<file path="src/sv/rqsm_pkg.sv">
// Shared types, field widths and codes for the run queue slot manager.
package rqsm_pkg;

  localparam int TAG_W    = 32;
  localparam int REQ_W    = 2;
  localparam int STAT_W   = 2;
  localparam int HND_W    = 4;
  localparam int SLOT_W   = 4;
  localparam int CNT_W    = 5;
  localparam int ACT_W    = 5;
  localparam int ACT_RESET = 16;

  // Stream payload widths, rounded up to whole bytes.
  localparam int IN_DATA_W  = 40;
  localparam int OUT_DATA_W = 48;

  // Request kinds.
  localparam logic [REQ_W-1:0] REQ_SUBMIT = 2'd0;
  localparam logic [REQ_W-1:0] REQ_CANCEL = 2'd1;
  localparam logic [REQ_W-1:0] REQ_POP    = 2'd2;

  // Result status codes.
  localparam logic [STAT_W-1:0] STAT_OK      = 2'd0;
  localparam logic [STAT_W-1:0] STAT_FULL    = 2'd1;
  localparam logic [STAT_W-1:0] STAT_EMPTY   = 2'd2;
  localparam logic [STAT_W-1:0] STAT_IGNORED = 2'd3;

  typedef struct packed {
    logic [REQ_W-1:0] req_type;
    logic             prepend;
    logic             cancellable;
    logic [TAG_W-1:0] work_tag;
    logic [HND_W-1:0] handle;
  } req_t;

  typedef struct packed {
    logic [STAT_W-1:0] status;
    logic [SLOT_W-1:0] slot;
    logic [TAG_W-1:0]  out_tag;
    logic              wake;
    logic [CNT_W-1:0]  pending_count;
  } res_t;

  typedef enum logic [6:0] {
    S_IDLE = 7'b0000001,
    S_SUB  = 7'b0000010,
    S_POP  = 7'b0000100,
    S_CAN1 = 7'b0001000,
    S_CAN2 = 7'b0010000,
    S_CAN3 = 7'b0100000,
    S_NOP  = 7'b1000000
  } state_t;

endpackage

</file>
<file path="src/sv/rqsm_ram.sv">
// Generic single-write, single-read RAM with a registered read port.
module rqsm_ram #(
  parameter int WIDTH = 8,
  parameter int DEPTH = 16
) (
  input  logic                                   clk,
  input  logic                                   we,
  input  logic [(DEPTH > 1 ? $clog2(DEPTH) : 1)-1:0] waddr,
  input  logic [WIDTH-1:0]                       wdata,
  input  logic                                   re,
  input  logic [(DEPTH > 1 ? $clog2(DEPTH) : 1)-1:0] raddr,
  output logic [WIDTH-1:0]                       rdata
);

  logic [WIDTH-1:0] mem [DEPTH];
  logic [WIDTH-1:0] rdata_r;

  always_ff @(posedge clk) begin
    if (we) begin
      mem[waddr] <= wdata;
    end
    if (re) begin
      rdata_r <= mem[raddr];
    end
  end

  assign rdata = rdata_r;

endmodule

</file>
<file path="src/sv/rqsm_ctrl.sv">
// Request sequencer: list heads, fill count and read-modify-write of the slot memories.
module rqsm_ctrl
  import rqsm_pkg::*;
#(
  parameter int SLOTS = 16
) (
  input  logic                                 clk,
  input  logic                                 rst_n,
  input  logic                                 cfg_wr_en,
  input  logic [ACT_W-1:0]                     cfg_wr_data,
  input  logic                                 in_valid,
  output logic                                 in_ready,
  input  req_t                                 in_req,
  output logic                                 res_valid,
  input  logic                                 res_ready,
  output res_t                                 res,
  output logic                                 rec_we,
  output logic [(SLOTS > 1 ? $clog2(SLOTS) : 1)-1:0] rec_waddr,
  output logic [TAG_W+1+$clog2(SLOTS+1)-1:0]   rec_wdata,
  output logic                                 rec_re,
  output logic [(SLOTS > 1 ? $clog2(SLOTS) : 1)-1:0] rec_raddr,
  input  logic [TAG_W+1+$clog2(SLOTS+1)-1:0]   rec_rdata,
  output logic                                 lnk_we,
  output logic [(SLOTS > 1 ? $clog2(SLOTS) : 1)-1:0] lnk_waddr,
  output logic [2*$clog2(SLOTS+1)-1:0]         lnk_wdata,
  output logic                                 lnk_re,
  output logic [(SLOTS > 1 ? $clog2(SLOTS) : 1)-1:0] lnk_raddr,
  input  logic [2*$clog2(SLOTS+1)-1:0]         lnk_rdata
);

  localparam int SW = (SLOTS > 1) ? $clog2(SLOTS) : 1;
  localparam int LW = $clog2(SLOTS + 1);
  localparam int RW = TAG_W + 1 + LW;
  localparam logic [LW-1:0] NIL = LW'(SLOTS);
  localparam logic [LW+ACT_W-1:0] SLOTS_CMP = (LW + ACT_W)'(SLOTS);
  localparam logic [LW-1:0] N_RESET = (SLOTS < ACT_RESET) ? LW'(SLOTS) : LW'(ACT_RESET);

  function automatic logic [SLOT_W-1:0] slot_field(input logic [SW-1:0] s);
    logic [SW+SLOT_W-1:0] w;
    w = {{SLOT_W{1'b0}}, s};
    return w[SLOT_W-1:0];
  endfunction

  function automatic logic [CNT_W-1:0] cnt_field(input logic [LW-1:0] c);
    logic [LW+CNT_W-1:0] w;
    w = {{CNT_W{1'b0}}, c};
    return w[CNT_W-1:0];
  endfunction

  // Control state.
  state_t            state_r, state_nxt;
  logic [LW-1:0]     n_act_r, n_act_nxt;
  logic [LW-1:0]     fresh_r, fresh_nxt;
  logic [LW-1:0]     rel_head_r, rel_head_nxt;
  logic [LW-1:0]     head_r, head_nxt;
  logic [LW-1:0]     tail_r, tail_nxt;
  logic [LW-1:0]     count_r, count_nxt;

  // Request payload held while it is worked on.
  logic              pre_r, pre_nxt;
  logic              canc_r, canc_nxt;
  logic [TAG_W-1:0]  tag_r, tag_nxt;
  logic [HND_W-1:0]  hnd_r, hnd_nxt;
  logic [SW-1:0]     s_r, s_nxt;
  logic              full_r, full_nxt;
  logic              ok_r, ok_nxt;
  logic [LW-1:0]     pl_r, pl_nxt;
  logic [LW-1:0]     nl_r, nl_nxt;

  logic              stack_any;
  logic              fresh_any;
  logic              list_empty;
  logic [LW+HND_W-1:0] hnd_wide;
  logic [SW+HND_W-1:0] hnd_idx_wide;
  logic [SW+HND_W-1:0] in_hnd_idx_wide;
  logic [LW+ACT_W-1:0] cfg_wide;
  logic [LW-1:0]     cnt_dec;
  logic [LW-1:0]     pop_next;
  logic              can_ok;
  logic [LW-1:0]     can_prev;
  logic [LW-1:0]     can_next;

  logic [TAG_W-1:0]  rd_tag;
  logic              rd_mark;
  logic [LW-1:0]     rd_free;
  logic [LW-1:0]     rd_prev;
  logic [LW-1:0]     rd_next;

  assign rd_tag  = rec_rdata[RW-1 -: TAG_W];
  assign rd_mark = rec_rdata[LW];
  assign rd_free = rec_rdata[LW-1:0];
  assign rd_prev = lnk_rdata[2*LW-1:LW];
  assign rd_next = lnk_rdata[LW-1:0];

  assign stack_any       = (rel_head_r != NIL);
  assign fresh_any       = (fresh_r < n_act_r);
  assign list_empty      = (head_r == NIL);
  assign hnd_wide        = {{LW{1'b0}}, hnd_r};
  assign hnd_idx_wide    = {{SW{1'b0}}, hnd_r};
  assign in_hnd_idx_wide = {{SW{1'b0}}, in_req.handle};
  assign cfg_wide        = {{LW{1'b0}}, cfg_wr_data};
  assign cnt_dec         = (count_r != '0) ? count_r - 1'b1 : count_r;
  assign pop_next        = (head_r == tail_r) ? NIL : rd_next;

  // A slot at or above the fill count was never handed out since the last rebuild,
  // so its mark is known to be clear without reading it.
  assign can_ok   = (hnd_wide < {{HND_W{1'b0}}, fresh_r}) && rd_mark;
  assign can_prev = (hnd_wide == {{HND_W{1'b0}}, head_r}) ? NIL : rd_prev;
  assign can_next = (hnd_wide == {{HND_W{1'b0}}, tail_r}) ? NIL : rd_next;

  assign in_ready = (state_r == S_IDLE);

  always_comb begin
    state_nxt    = state_r;
    n_act_nxt    = n_act_r;
    fresh_nxt    = fresh_r;
    rel_head_nxt = rel_head_r;
    head_nxt     = head_r;
    tail_nxt     = tail_r;
    count_nxt    = count_r;
    pre_nxt      = pre_r;
    canc_nxt     = canc_r;
    tag_nxt      = tag_r;
    hnd_nxt      = hnd_r;
    s_nxt        = s_r;
    full_nxt     = full_r;
    ok_nxt       = ok_r;
    pl_nxt       = pl_r;
    nl_nxt       = nl_r;
    rec_we       = 1'b0;
    rec_waddr    = '0;
    rec_wdata    = '0;
    rec_re       = 1'b0;
    rec_raddr    = '0;
    lnk_we       = 1'b0;
    lnk_waddr    = '0;
    lnk_wdata    = '0;
    lnk_re       = 1'b0;
    lnk_raddr    = '0;
    res_valid    = 1'b0;
    res          = '0;

    case (state_r)
      S_IDLE: begin
        if (in_valid) begin
          pre_nxt  = in_req.prepend;
          canc_nxt = in_req.cancellable;
          tag_nxt  = in_req.work_tag;
          hnd_nxt  = in_req.handle;
          case (in_req.req_type)
            REQ_SUBMIT: begin
              s_nxt    = stack_any ? rel_head_r[SW-1:0] : fresh_r[SW-1:0];
              full_nxt = !stack_any && !fresh_any;
              // The new slot's own links need no read: as new head only its
              // next matters, as new tail only its prev.
              if (stack_any || fresh_any) begin
                lnk_we    = 1'b1;
                lnk_waddr = s_nxt;
                lnk_wdata = {tail_r, head_r};
              end
              rec_re    = 1'b1;
              rec_raddr = s_nxt;
              lnk_re    = 1'b1;
              lnk_raddr = in_req.prepend ? head_r[SW-1:0] : tail_r[SW-1:0];
              state_nxt = S_SUB;
            end
            REQ_POP: begin
              rec_re    = 1'b1;
              rec_raddr = head_r[SW-1:0];
              lnk_re    = 1'b1;
              lnk_raddr = head_r[SW-1:0];
              state_nxt = S_POP;
            end
            REQ_CANCEL: begin
              rec_re    = 1'b1;
              rec_raddr = in_hnd_idx_wide[SW-1:0];
              lnk_re    = 1'b1;
              lnk_raddr = in_hnd_idx_wide[SW-1:0];
              state_nxt = S_CAN1;
            end
            default: begin
              state_nxt = S_NOP;
            end
          endcase
        end
      end

      S_SUB: begin
        res_valid         = 1'b1;
        res.status        = full_r ? STAT_FULL : STAT_OK;
        res.slot          = full_r ? '0 : slot_field(s_r);
        res.wake          = !full_r && list_empty;
        res.pending_count = full_r ? cnt_field(count_r) : cnt_field(count_r + 1'b1);
        if (res_ready) begin
          state_nxt = S_IDLE;
          if (!full_r) begin
            rec_we    = 1'b1;
            rec_waddr = s_r;
            rec_wdata = {tag_r, canc_r, rd_free};
            if (!list_empty) begin
              lnk_we    = 1'b1;
              lnk_waddr = pre_r ? head_r[SW-1:0] : tail_r[SW-1:0];
              lnk_wdata = pre_r ? {LW'(s_r), rd_next} : {rd_prev, LW'(s_r)};
            end
            if (stack_any) begin
              rel_head_nxt = rd_free;
            end else begin
              fresh_nxt = fresh_r + 1'b1;
            end
            if (list_empty) begin
              head_nxt = LW'(s_r);
              tail_nxt = LW'(s_r);
            end else if (pre_r) begin
              head_nxt = LW'(s_r);
            end else begin
              tail_nxt = LW'(s_r);
            end
            count_nxt = count_r + 1'b1;
          end
        end
      end

      S_POP: begin
        res_valid         = 1'b1;
        res.status        = list_empty ? STAT_EMPTY : STAT_OK;
        res.slot          = list_empty ? '0 : slot_field(head_r[SW-1:0]);
        res.out_tag       = list_empty ? '0 : rd_tag;
        res.pending_count = list_empty ? cnt_field(count_r) : cnt_field(cnt_dec);
        if (res_ready) begin
          state_nxt = S_IDLE;
          if (!list_empty) begin
            rec_we       = 1'b1;
            rec_waddr    = head_r[SW-1:0];
            rec_wdata    = {rd_tag, 1'b0, rel_head_r};
            rel_head_nxt = head_r;
            head_nxt     = pop_next;
            if (pop_next == NIL) begin
              tail_nxt = NIL;
            end
            count_nxt = cnt_dec;
          end
        end
      end

      S_CAN1: begin
        ok_nxt = can_ok;
        pl_nxt = can_prev;
        nl_nxt = can_next;
        if (can_ok) begin
          rec_we       = 1'b1;
          rec_waddr    = hnd_idx_wide[SW-1:0];
          rec_wdata    = {rd_tag, 1'b0, rel_head_r};
          rel_head_nxt = hnd_wide[LW-1:0];
          if (can_prev == NIL) begin
            head_nxt = can_next;
          end
          if (can_next == NIL) begin
            tail_nxt = can_prev;
          end
          count_nxt = cnt_dec;
          if (can_prev != NIL) begin
            lnk_re    = 1'b1;
            lnk_raddr = can_prev[SW-1:0];
          end
        end
        state_nxt = S_CAN2;
      end

      S_CAN2: begin
        if (ok_r && (pl_r != NIL)) begin
          lnk_we    = 1'b1;
          lnk_waddr = pl_r[SW-1:0];
          lnk_wdata = {rd_prev, nl_r};
        end
        if (ok_r && (nl_r != NIL)) begin
          lnk_re    = 1'b1;
          lnk_raddr = nl_r[SW-1:0];
        end
        state_nxt = S_CAN3;
      end

      S_CAN3: begin
        res_valid         = 1'b1;
        res.status        = ok_r ? STAT_OK : STAT_IGNORED;
        res.slot          = hnd_r;
        res.pending_count = cnt_field(count_r);
        if (res_ready) begin
          state_nxt = S_IDLE;
          if (ok_r && (nl_r != NIL)) begin
            lnk_we    = 1'b1;
            lnk_waddr = nl_r[SW-1:0];
            lnk_wdata = {pl_r, rd_next};
          end
        end
      end

      S_NOP: begin
        res_valid         = 1'b1;
        res.status        = STAT_IGNORED;
        res.pending_count = cnt_field(count_r);
        if (res_ready) begin
          state_nxt = S_IDLE;
        end
      end

      default: begin
        state_nxt = S_IDLE;
      end
    endcase

    // A pool size write empties both lists; the fill count restarts at zero.
    if (cfg_wr_en) begin
      n_act_nxt    = (cfg_wide > SLOTS_CMP) ? NIL : cfg_wide[LW-1:0];
      fresh_nxt    = '0;
      rel_head_nxt = NIL;
      head_nxt     = NIL;
      tail_nxt     = NIL;
      count_nxt    = '0;
    end
  end

  always_ff @(posedge clk) begin
    if (!rst_n) begin
      state_r    <= S_IDLE;
      n_act_r    <= N_RESET;
      fresh_r    <= '0;
      rel_head_r <= NIL;
      head_r     <= NIL;
      tail_r     <= NIL;
      count_r    <= '0;
    end else begin
      state_r    <= state_nxt;
      n_act_r    <= n_act_nxt;
      fresh_r    <= fresh_nxt;
      rel_head_r <= rel_head_nxt;
      head_r     <= head_nxt;
      tail_r     <= tail_nxt;
      count_r    <= count_nxt;
    end
  end

  always_ff @(posedge clk) begin
    pre_r  <= pre_nxt;
    canc_r <= canc_nxt;
    tag_r  <= tag_nxt;
    hnd_r  <= hnd_nxt;
    s_r    <= s_nxt;
    full_r <= full_nxt;
    ok_r   <= ok_nxt;
    pl_r   <= pl_nxt;
    nl_r   <= nl_nxt;
  end

endmodule

</file>
<file path="src/sv/run_queue_slot_manager_unit.sv">
// Top level of the run queue slot manager: stream ports, slot memories and result register.
//
// The block keeps a fixed pool of SLOTS work slots. A request on the in_ stream
// submits a work tag, cancels a pending slot by handle, or pops the head of the
// pending list; each request gives exactly one result on the out_ stream.
// in_tuser carries the request kind, in_tdata the remaining request fields.
// out_tuser carries the status, out_tdata the slot, tag, wake flag and count.
// Submit and pop read the slot's record and link entries in the accepting cycle;
// S_SUB or S_POP then writes them back and loads the result register, which
// drives out_tvalid. The unused request kind loads its result from S_NOP. A
// cancel passes through S_CAN1, S_CAN2 and S_CAN3, loading its result in S_CAN3,
// because it rewrites the link entries of both neighbors through the single
// write port of the link memory, one after the other.
// Requests are worked on one at a time; in_tready is high only while idle.
// The result sits in an output register, so a new request is taken while the
// previous result still waits; if out_tready stays low, the finishing request
// holds its write-back until the register frees up.
// Reset (and any cfg_wr_en write) empties both lists: a fill count
// hands out never-used slots in order, so the memories need no clearing pass.
// cfg_wr_data sets the number of slots in use, clamped to SLOTS.
module run_queue_slot_manager_unit
  import rqsm_pkg::*;
#(
  parameter int SLOTS = 16
) (
  input  logic                  clk,
  input  logic                  rst_n,
  input  logic                  cfg_wr_en,
  input  logic [ACT_W-1:0]      cfg_wr_data,
  input  logic                  in_tvalid,
  output logic                  in_tready,
  // prepend[0], cancellable[1], work_tag[33:2], handle[37:34], zero fill
  input  logic [IN_DATA_W-1:0]  in_tdata,
  // req_type[1:0]
  input  logic [REQ_W-1:0]      in_tuser,
  output logic                  out_tvalid,
  input  logic                  out_tready,
  // slot[3:0], out_tag[35:4], wake[36], pending_count[41:37], zero fill
  output logic [OUT_DATA_W-1:0] out_tdata,
  // status[1:0]
  output logic [STAT_W-1:0]     out_tuser
);

  localparam int SW = (SLOTS > 1) ? $clog2(SLOTS) : 1;
  localparam int LW = $clog2(SLOTS + 1);
  localparam int RW = TAG_W + 1 + LW;
  localparam int KW = 2 * LW;

  req_t          in_req;
  res_t          res;
  logic          res_valid;
  logic          res_ready;
  logic          out_valid_r, out_valid_nxt;
  res_t          out_res_r;

  logic          rec_we, rec_re;
  logic [SW-1:0] rec_waddr, rec_raddr;
  logic [RW-1:0] rec_wdata, rec_rdata;
  logic          lnk_we, lnk_re;
  logic [SW-1:0] lnk_waddr, lnk_raddr;
  logic [KW-1:0] lnk_wdata, lnk_rdata;

  assign in_req.req_type    = in_tuser;
  assign in_req.prepend     = in_tdata[0];
  assign in_req.cancellable = in_tdata[1];
  assign in_req.work_tag    = in_tdata[33:2];
  assign in_req.handle      = in_tdata[37:34];

  // The sequencer may finish a request whenever the result register is empty
  // or is being drained in this cycle.
  assign res_ready = !out_valid_r || out_tready;

  rqsm_ctrl #(
    .SLOTS (SLOTS)
  ) u_ctrl (
    .clk         (clk),
    .rst_n       (rst_n),
    .cfg_wr_en   (cfg_wr_en),
    .cfg_wr_data (cfg_wr_data),
    .in_valid    (in_tvalid),
    .in_ready    (in_tready),
    .in_req      (in_req),
    .res_valid   (res_valid),
    .res_ready   (res_ready),
    .res         (res),
    .rec_we      (rec_we),
    .rec_waddr   (rec_waddr),
    .rec_wdata   (rec_wdata),
    .rec_re      (rec_re),
    .rec_raddr   (rec_raddr),
    .rec_rdata   (rec_rdata),
    .lnk_we      (lnk_we),
    .lnk_waddr   (lnk_waddr),
    .lnk_wdata   (lnk_wdata),
    .lnk_re      (lnk_re),
    .lnk_raddr   (lnk_raddr),
    .lnk_rdata   (lnk_rdata)
  );

  // Per-slot record: work tag, cancel mark and free-stack link.
  rqsm_ram #(
    .WIDTH (RW),
    .DEPTH (SLOTS)
  ) u_rec_ram (
    .clk   (clk),
    .we    (rec_we),
    .waddr (rec_waddr),
    .wdata (rec_wdata),
    .re    (rec_re),
    .raddr (rec_raddr),
    .rdata (rec_rdata)
  );

  // Per-slot pending-list links: previous and next slot.
  rqsm_ram #(
    .WIDTH (KW),
    .DEPTH (SLOTS)
  ) u_lnk_ram (
    .clk   (clk),
    .we    (lnk_we),
    .waddr (lnk_waddr),
    .wdata (lnk_wdata),
    .re    (lnk_re),
    .raddr (lnk_raddr),
    .rdata (lnk_rdata)
  );

  always_comb begin
    out_valid_nxt = out_valid_r;
    if (res_valid && res_ready) begin
      out_valid_nxt = 1'b1;
    end else if (out_tready) begin
      out_valid_nxt = 1'b0;
    end
  end

  always_ff @(posedge clk) begin
    if (!rst_n) begin
      out_valid_r <= 1'b0;
    end else begin
      out_valid_r <= out_valid_nxt;
    end
  end

  always_ff @(posedge clk) begin
    if (res_valid && res_ready) begin
      out_res_r <= res;
    end
  end

  assign out_tvalid = out_valid_r;
  assign out_tuser  = out_res_r.status;
  assign out_tdata  = {6'b0, out_res_r.pending_count, out_res_r.wake,
                       out_res_r.out_tag, out_res_r.slot};

endmodule
</file>
<file path="config.mk">
export PLATFORM = sky130hd
export DESIGN_NAME = run_queue_slot_manager_unit
export DESIGN_NICKNAME = d
export VERILOG_FILES = /design/src/sv/rqsm_pkg.sv /design/src/sv/rqsm_ram.sv /design/src/sv/rqsm_ctrl.sv /design/src/sv/run_queue_slot_manager_unit.sv
export SDC_FILE = /design/constraint.sdc
export NUM_CORES = 1
export LEC_CHECK = 0
export BUFFER_PORTS_ARGS = -buffer_cell sky130_fd_sc_hd__buf_2
export CAP_MARGIN = 20
export CELL_PAD_IN_SITES_DETAIL_PLACEMENT = 2
export CELL_PAD_IN_SITES_GLOBAL_PLACEMENT = 2
export CORE_ASPECT_RATIO = 0.75
export CORE_MARGIN = 8
export CORE_UTILIZATION = 40
export CTS_CLUSTER_SIZE = 30
export DETAILED_ROUTE_END_ITERATION = 6
export PLACE_DENSITY_LB_ADDON = 0.1
export SLEW_MARGIN = 25
export SYNTH_ARGS = -nofsm -noshare
export SYNTH_HDL_FRONTEND = slang
export SYNTH_HIERARCHICAL = 1
export SYNTH_SLANG_ARGS = --single-unit
</file>
<file path="constraint.sdc">
create_clock -name clk -period 11.6 [get_ports clk]
set_input_delay 0.58 -clock clk [delete_from_list [all_inputs] [get_ports clk]]
set_output_delay 0.58 -clock clk [all_outputs]
set_load 0.005 [all_outputs]
</file>
* Yosys cells after proc, flatten, opt, wreduce, memory -nomap -nowiden
Memory sizes are Yosys's and may differ from the RTL's. A register that Yosys moved wholly into a read port is not among the register bits. Index checks and enable logic that the tools add are counted.
Cells by class: add/subtract/negate cells 3, order comparisons 3, equality and inequality tests 33, mux-type cells 119, bitwise gates (word level) 4, reductions and logical operators 29
Operator list (count):
- 38-bit two-way mux | 5
- 5-bit two-way mux | 33
- 38-bit one-hot mux with 3 select lines | 1
- 10-bit two-way mux | 10
- 4-bit two-way mux | 22
- 5-bit one-hot mux with 3 select lines | 5
- 4-bit one-hot mux with 3 select lines | 5
- 10-bit one-hot mux with 4 select lines | 1
- 7-bit one-hot mux with 4 select lines | 1
- 1-bit two-way mux | 26
- 7-bit one-hot mux with 3 select lines | 1
- 5-bit equality test (second input constant) | 4
- 5-bit inequality test (second input constant) | 4
- 4-bit one-hot mux with 4 select lines | 1
- 7-bit two-way mux | 2
- 2-bit by 1-bit inequality test with 1-bit output (second input constant) | 6
- 5-bit by 1-bit adder with 5-bit output (second input constant) | 2
- 4-bit by 5-bit equality test with 1-bit output | 2
- 2-bit inequality test (second input constant) | 5
- 9-bit AND reduction | 1
- 2-bit one-hot mux with 4 select lines | 1
- 4-bit AND reduction | 2
- 8-bit AND reduction | 1
- 7-bit by 1-bit equality test with 1-bit output (second input constant) | 1
- other kinds (32) | 49
Storage, ports and cells: register bits after elaboration 136, RAM bits 768, output and inout bits 52, word-level logic and storage cells 215, memories 2
Memories:
- u_rec_ram.mem | depth 16, bits a word 38, rd ports 1, clocked after memory_dff 1, wr ports 1, RTL line rqsm_ram.sv:15 | logic [WIDTH-1:0] mem [DEPTH];
- u_lnk_ram.mem | depth 16, bits a word 10, rd ports 1, clocked after memory_dff 1, wr ports 1, RTL line rqsm_ram.sv:15

* Logic depth before layout (Yosys ltp)
word-level depth 8, depth in mapped cells 13

* By module
The synthesis kept the hierarchy.
By module, submodules not included:
- rqsm_ram at u_rec_ram | instances 1, cells each 989, area each 23950.5 um^2, sequential area each 19398.6 um^2
- rqsm_ram at u_lnk_ram | instances 1, cells each 279, area each 6453.7 um^2, sequential area each 5104.9 um^2
- rqsm_ctrl | instances 1, cells each 654, area each 5938.2 um^2, sequential area each 2362.3 um^2
- run_queue_slot_manager_unit | instances 1, cells each 56, area each 1427.6 um^2, sequential area each 1341.3 um^2

* Worst setup path before layout
No wires, ideal clock.
kind input to register, from in out_tready, to mem u_rec_ram/mem[0][0] (netlist bit), enable pin, library setup time 0.480 ns, arrival time 5.018 ns, data required time 11.120 ns, slack 6.101 ns, cell stages on the path 10, buffers on the path 3, path through nand2b_4 clkbuf_1 nor2b_1 and4_1 clkbuf_1 a31o_2 or2_1 clkbuf_2 or3b_2 nor3_1
On the way: longest elaborated chain between the ends 5, elaborated cells between the ends (all ways) 9, those cells by class mux (8); reduce/logical (1)
Ends and longest elaborated chain:
- start, declared | RTL line run_queue_slot_manager_unit.sv:37 | input logic out_tready,
- 1-bit logical OR * | RTL line run_queue_slot_manager_unit.sv:71 | assign res_ready = !out_valid_r || out_tready;
- 1-bit two-way mux (on tied branches) | RTL line rqsm_ctrl.sv:229, rqsm_ctrl.sv:194
- 1-bit one-hot mux with 3 select lines * | RTL line rqsm_ctrl.sv:143 | case (state_r)
- named net rec_we | RTL line run_queue_slot_manager_unit.sv:56 | logic rec_we, rec_re;
- 1-bit two-way mux * | RTL line rqsm_ram.sv:19 | if (we) begin
- 1-bit two-way mux (implied by the code) * | RTL line rqsm_ram.sv:20 | mem[waddr] <= wdata;
- end, declared | RTL line rqsm_ram.sv:15
Mark *: on every way through the listed nets, which the timed path passes. The rest lies on a longest branch.

* Worst setup path in the final report
from reg u_ctrl.state_r[1], to mem u_lnk_ram/mem[14][7] (netlist bit), enable pin
On the way: elaborated cells between the ends (all ways) 8, those cells by class eq/ne (4); mux (4)
RTL lines:
- start, declared | RTL line rqsm_ctrl.sv:51 | state_t state_r, state_nxt;
- start signal, assigned | RTL line rqsm_ctrl.sv:332 | state_r <= state_nxt;
- 7-bit by 6-bit equality test with 1-bit output (tied with other cells) | RTL line rqsm_ctrl.sv:143
- 4-bit one-hot mux with 4 select lines * | RTL line rqsm_ctrl.sv:143
- named net lnk_waddr[1] | RTL line run_queue_slot_manager_unit.sv:60 | logic [SW-1:0] lnk_waddr, lnk_raddr;
- end, declared | RTL line rqsm_ram.sv:15
Marked as above.

==> results.yml <==
outcome:
  status: "finished clean"
setup_path:
  crit_fanout: 18
  worstSetupStartpointType: "flop"
  end_kind: "flop"
  cp.required_ns: 11.89
  cp.arrival_ns: 5.84
  worstSetupPathType: "reg2reg"
global_routing:
  grt_overflow: 0
  grt_pass1_vias: 21755
  grt_usage_pct: 20.9
  grt_first_pass_wirelength_mm: 159
  grt_max_degree: 152
  antenna_found_initial: 2
clock_network:
  clk_pin_slew_worst_paths_ns: 0.06
  cts_made_buffers: 96
  cts_tree: "yes"
  post_cts_buffers: 0
  htree_levels: 3
  cts-resized-gates: 0
  clkSinkCount: 952
  worst_skew_pair.late_latency_ns: 0.69
  cts_root_buffer: "clkbuf_16"
  cts_hold_buf: 4
  clk_path_buf_depth: 3
layout:
  final_cells: 3410
  drive_gt1_share_pct: 24.1
  n_antenna_cell: 0
  multi_input_area_um2: 9070
  fin_nets: 2163
  fill_cells: 8502
  regArea_um2: 28200
  area_delta_synth_final_pct: 13.6
sta:
  relSlewSlack_pct: 28.3
  setup_viol: 0
  worst_pin_slew_ns: 1.07
  hold_violations: 0
  rsz0062_at_grt: "false"
  finClkSkew_ns: 0.0354
  min_period_ns: 5.55
  drv_slew: 0
  fin_setup_tns_ns: 0
  fmax_mhz: 180
  finalCritPeriodShare_pct: 47.8
synthesis:
  synth_common_cells: "edfxtp_1, mux4_2, a22oi_1"
  synth_cell_types: 76
  synth_edf_count: 914
  syn-cell-area_um2: 37800
  synthCells: 1978
  synth_flop_cell: "edfxtp_1"
  synthTopCellsByArea: "edfxtp_1, mux4_2, a22oi_1"
  synth_area_per_cell_um2: 19.1
  ys_ff_latch: 952
  ys_seq_area_share_pct: 74.7
  synth_top_area_share_pct: 72.7
  synth_most_common_cell: "edfxtp_1"
  ys_warn_count: 6
  async_flop_share_pct: 0
  synth_top_area_cell: "edfxtp_1"
power:
  power.leakage_nw: 12.6
  power_density_nw_per_um2: 166
  power_mw: 7.12
  irDropWorstVdd_mv: 0.134
worst_hold_path:
  holdCritPathClass: "in2reg"
drt:
  wl_per_cell_um: 32.4
  ant_nets: 0
  dr.max_layer_used: "met4"
  drt-total-wl_mm: 111
  drt-pass1-iter-count: 5
  num_vias: 20267
  met2_length_mm: 54.3
  drtIter0Drc: 1686
  drc: 0
  route.met3.wl_mm: 5.44
  via_per_inst: 5.94
  met1_length_mm: 48.3
floorplan:
  start_util_pct: 40.4
  dieArea_um2: 105000
  io_pins: 104
  core_area_um2: 93500
  fp.dieH_um: 282
  die_w_um: 371
  num_rows: 97
job:
  max-cap-violations: 0
placement:
  io_buffer_count: 95
  place.gp.congestion: 0.809
  place_hpwl_mm: 59.4
  dp.cells: 3233
-- layout by cell type, fill, tap and decap left out, drive strengths merged, types with 11 or more instances in the layout --
cell type	synthesis	final
nand2	105	105
nor2	62	62
clkbuf	63	108
nor3	21	21
inv	24	29
a21oi	35	35
a22o	55	55
and2	25	25
edfxtp	914	914
mux4	192	192
nor2b	16	16
buf	57	136
and3	36	36
dfxtp	38	38
nand2b	13	13
a22oi	105	105
o22ai	13	13
clkinv	1	45
xnor2	11	11
a221o	11	11
a211oi	11	11
o21ai	31	31
-- metal layers --
layer	vias up	track usage (%)
met2	533	35.2
met3	155	3.48
met1	11159	28.6
met4	0	5.24
met5	-	0
li1	8420	-
-- worst paths after layout --
kind         cells after the start               from  slack, ns              endpoint
min reg2reg                      2  u_ctrl/n_act_r[4]       0.51     u_ctrl/n_act_r[4]
max reg2reg                      9  u_ctrl/state_r[1]       6.05  u_lnk_ram/mem[14][7]
min                              1        in_tdata[1]       0.06         u_ctrl/canc_r
max                              9  u_ctrl/state_r[1]       6.05  u_lnk_ram/mem[14][7]
-- logic make-up (layout without fill, tap and decap cells) --
group | count (synthesis) | count (layout) | synth area share [%]
DFF | 952 | 952 | 74.7
and+or+nand+nor | 332 | 332 | 4.49
AOI/OAI and AO/OA | 320 | 320 | 6.39
muxes | 197 | 197 | 11.7
buffers and inverters | 145 | 335 | 1.91
xor gates and xnor gates | 21 | 21 | 0.487
adders and majority gates | 10 | 10 | 0.331
other | 1 | 6 | 0.00993
-- power breakdown --
part,leakage [nW],total (mW),switching (mW),internal (mW)
Combinational,3.38,0.220,0.145,0.0757
Clock,1.51,3.10,1.35,1.75
Sequential,7.73,3.80,0.0318,3.77
-- sequential cells by signal (all words and copies together), names as in the netlist, 5 cells and up --
signal / count
u_ctrl/n_act_r: 5
u_ctrl/state_r: 7
u_ctrl/nl_r: 5
u_ctrl/head_r: 5
u_ctrl/fresh_r: 5
u_ctrl/rel_head_r: 5
u_ctrl/pl_r: 5
u_lnk_ram/mem: 160
u_lnk_ram/rdata: 10
u_ctrl/tag_r: 32
u_rec_ram/rdata: 38
u_rec_ram/mem: 608
u_ctrl/tail_r: 5
out_tdata: 42
u_ctrl/count_r: 5
-- through the flow --
step           setup slack [ns]  instance area, um2  hold slack (ns)  util [%]
2_1_floorplan              6.10               37800            0.468         -
3_3_place_gp               6.47               39700            0.491      42.5
3_5_place_dp               6.15               39700            0.510      42.5
4_1_cts                    6.10               42800          0.00491      45.8
5_1_grt                    5.88               42900           0.0286      45.9
6_report                   6.05               42900           0.0649      45.9
-- worst max-delay path, cell delays in order (launching register included) --
cell and delay [ns]:
dfxtp_1 0.50, or3_1 0.46, or4_1 0.57, inv_2 0.13, nand2_2 0.20, nor3_2 0.61
o21ai_0 0.48, o211ai_1 0.97, nand2b_1 0.33, nor2_1 0.88
-- area by class of cell --
class	count	share of cell area (%)
Tap cell	1237	3.61
Clock buffer	108	5.81
Clock inverter	62	1.37
Inverter	25	0.219
Timing Repair Buffer	140	2.08
Sequential cell	952	65.8
Multi-Input combinational cell	886	21.2
No activity file was read; power rests on OpenSTA's default activity.
